===== src/rtl/crw_ram.sv =====
// Generic single-port RAM with registered read.
// No dependencies.
module crw_ram #(
    parameter int WIDTH = 8,
    parameter int DEPTH = 16
) (
    input  logic                     clk,
    input  logic                     we,
    input  logic [$clog2(DEPTH)-1:0] addr,
    input  logic [WIDTH-1:0]         wdata,
    output logic [WIDTH-1:0]         rdata
);
    logic [WIDTH-1:0] mem [DEPTH];
    always_ff @(posedge clk)
    begin
        if (we)
            mem[addr] <= wdata;
        rdata <= mem[addr];
    end
endmodule


===== config.mk =====
export PLATFORM = sky130hd
export DESIGN_NAME = crw_ram
export DESIGN_NICKNAME = d
export VERILOG_FILES = /design/src/rtl/crw_ram.sv
export SDC_FILE = /design/constraint.sdc
export NUM_CORES = 1
export LEC_CHECK = 0
export BUFFER_PORTS_ARGS = -buffer_cell sky130_fd_sc_hd__buf_2
export CAP_MARGIN = 25
export CELL_PAD_IN_SITES_DETAIL_PLACEMENT = 0
export CELL_PAD_IN_SITES_GLOBAL_PLACEMENT = 1
export CORE_UTILIZATION = 49
export DETAILED_ROUTE_END_ITERATION = 10
export PLACE_DENSITY = 0.72
export SKIP_LAST_GASP = 1
export SLEW_MARGIN = 20
export SYNTH_ARGS = -nofsm -noshare
export SYNTH_HDL_FRONTEND = slang
export SYNTH_SLANG_ARGS = --single-unit

===== constraint.sdc =====
create_clock -name clk -period 2.56 [get_ports clk]
set_input_delay 0.256 -clock clk [delete_from_list [all_inputs] [get_ports clk]]
set_output_delay 0.256 -clock clk [all_outputs]
set_load 0.01 [all_outputs]

==> impl_metrics.env <==
export IMPL_outcome="completed"
export IMPL_yosysUniqueCellTypes=18
export IMPL_grt_max_degree=22
export IMPL_cts_sinks=136
export IMPL_cp_endpoint="mem[2][0]"
export IMPL_cts_buffers_inserted=17
export IMPL_track_usage_pct=19.0
export IMPL_hold_viol_final=0
export IMPL_antenna_found_initial=0
export IMPL_syn_num_nets=244
export IMPL_grt_use_met3_pct=4.41
export IMPL_hold_class="in -> reg"
export IMPL_min_period_ps=1380
export IMPL_syn2layout_area_growth_pct=18.4
export IMPL_fin_crit_sh_pct=54.1
export IMPL_p_leak_nw=1.98
export IMPL_std_cell_rows=36
export IMPL_maxSlewHeadroom_pct=50.1
export IMPL_die_x_um=104
export IMPL_cts_resized=0
export IMPL_fillCellCount=736
export IMPL_regArea_um2=4000
export IMPL_ff2ff_setup_slack_ps=1220
export IMPL_grt_pass1_wl_um=14400
export IMPL_post_cts_repair_setup_buffers=0
export IMPL_ys_seq_area_share_pct=79.0
export IMPL_critPathArrivalTime_ps=1520
export IMPL_htree_levels=4
export IMPL_syn_area_per_cell_um2=22.0
export IMPL_synth_area_um2=5070
export IMPL_slew_viol_final=0
export IMPL_diodes=0
export IMPL_r2r_end="rdata[3]"
export IMPL_p_total_mw=5.01
export IMPL_die_height_um=104
export IMPL_routedWlPerCell_um=21.7
export IMPL_coreArea_um2=9910
export IMPL_clockBufferDepth=2
export IMPL_fmax_mhz=722
export IMPL_reg2reg_depth=3
export IMPL_crit_start="addr[2]"
export IMPL_finalWorstSetupSlack_ps=1180
export IMPL_placedCellCount=392
export IMPL_setup_tns_ps=0
export IMPL_grt_ovfl_total=0
export IMPL_cap_violations=0
export IMPL_final_common_cell="edfxtp_1"
export IMPL_dp_hpwl_um=5960
export IMPL_multiInputGateArea_um2=1000
export IMPL_place_area_um2=5430
export IMPL_die_area_um2=10800
export IMPL_whs_ps=134
export IMPL_layout_drive_gt1_share_pct=35.4
export IMPL_top_usage_layer="met2"
export IMPL_crit_path_end_kind="register"
export IMPL_met2_usage_pct=29.2
export IMPL_dp_slack_ps=621
export IMPL_io_pins=22
export IMPL_io_buffers=21
export IMPL_peakVddDrop_mv=0.457
export IMPL_most_common_layout_cells="128 x edfxtp_1, 32 x mux4_2, 21 x buf_2"
export IMPL_drtAntennaViolNets=0
export IMPL_power_density_nw_per_um2=835
export IMPL_via_per_inst=5.62
export IMPL_layout_nets=292
export IMPL_tightest_slew_ps=746
export IMPL_clk_latency_ps=510
export IMPL_dr_total_vias=2383
export IMPL_critPathKind="in -> reg"
export IMPL_fin_util_pct=60.5
export IMPL_clk_pin_slew_ps=60
export IMPL_ys_seq_elements=136
export IMPL_cts_root_buf="clkbuf_8"
export IMPL_grt_pass1_vias=2554
export IMPL_gr_usage_met1_pct=25.9
export IMPL_final_cells=424
export IMPL_final_setup_viol_count=0
export IMPL_finalWeightedCongestion=0.810
export IMPL_rsz0062_at_grt="false"
export IMPL_cts_tree="built"
export IMPL_crit_fanout=8
export IMPL_r2r_start="mem[2][3]"
export IMPL_netlist_instances=230
export IMPL_critPathRequiredTime_ps=2700
export IMPL_clock_skew_ps=13.3
export IMPL_initial_core_util_pct=51.1
export IMPL_cp_start_kind="input port"
export IMPL_ys_warn_count=0
export IMPL_hold_buffers=0
export IMPL_drtIter0Drc=169
export IMPL_design_area_um2=6000
export IMPL_route_detailed_drc=0
export IMPL_first_pass_iters=7
export IMPL_wl_um=9210
## state kept, by name (all words and copies together) (netlist names)
name	count
mem	128
rdata	8
## worst min-delay path by stage
stage | startpoint | endpoint | slack (ps) | cells past startpoint
2_1_floorplan | wdata[0] | mem[0][0] | 350 | 0
3_3_place_gp | wdata[3] | mem[7][3] | 640 | 1
3_5_place_dp | rdata[0] | rdata[0] | 650 | 1
4_1_cts | wdata[3] | mem[6][3] | 120 | 1
5_1_grt | wdata[0] | mem[6][0] | 120 | 1
6_report | wdata[0] | mem[6][0] | 130 | 1
## worst max-delay path: stages
cell and delay [ps]:
buf_2 150, or3b_2 520, nor2_1 590
## synthesized netlist by cell type, drive strengths merged
| cell type | number | area, um2 |
|---|---|---|
| clkbuf | 3 | 12.5 |
| a22oi | 16 | 120 |
| nor3 | 4 | 20.0 |
| edfxtp | 128 | 3840 |
| nand2 | 9 | 33.8 |
| nor2b | 2 | 12.5 |
| nor2 | 13 | 48.8 |
| nand3 | 1 | 5.00 |
| nand3b | 2 | 15.0 |
| dfxtp | 8 | 160 |
| or3b | 1 | 8.76 |
| buf | 8 | 47.5 |
| mux4 | 32 | 721 |
| and2 | 1 | 6.26 |
| nand2b | 2 | 12.5 |
## per-layer routing
metal | vias up | wire length, um
li1 | 1054 | -
met1 | 1247 | 4120
met2 | 69 | 4580
met3 | 13 | 385
met4 | 0 | 128
met5 | - | 0
## final cells by class
cell class,instances,area share (%)
Multi-Input combinational cell,83,16.7
Tap cell,133,2.77
Clock buffer,20,7.26
Clock inverter,12,2.17
Timing Repair Buffer,40,4.34
Sequential cell,136,66.7
## power breakdown
group	switching, mW	internal (mW)
clock network	0.866	1.41
logic	0.133	0.101
registers	0.0148	2.49
## cell families (layout without fill, tap and decap cells)
kind of cell | Yosys count | after routing | synth area share (%)
muxes | 32 | 32 | 14.2
and+or+nand+nor | 35 | 35 | 3.21
DFF | 136 | 136 | 79.0
AOI/OAI and AO/OA | 16 | 16 | 2.37
buffers and inverters | 11 | 72 | 1.19
(Power assumes the default switching activity.)
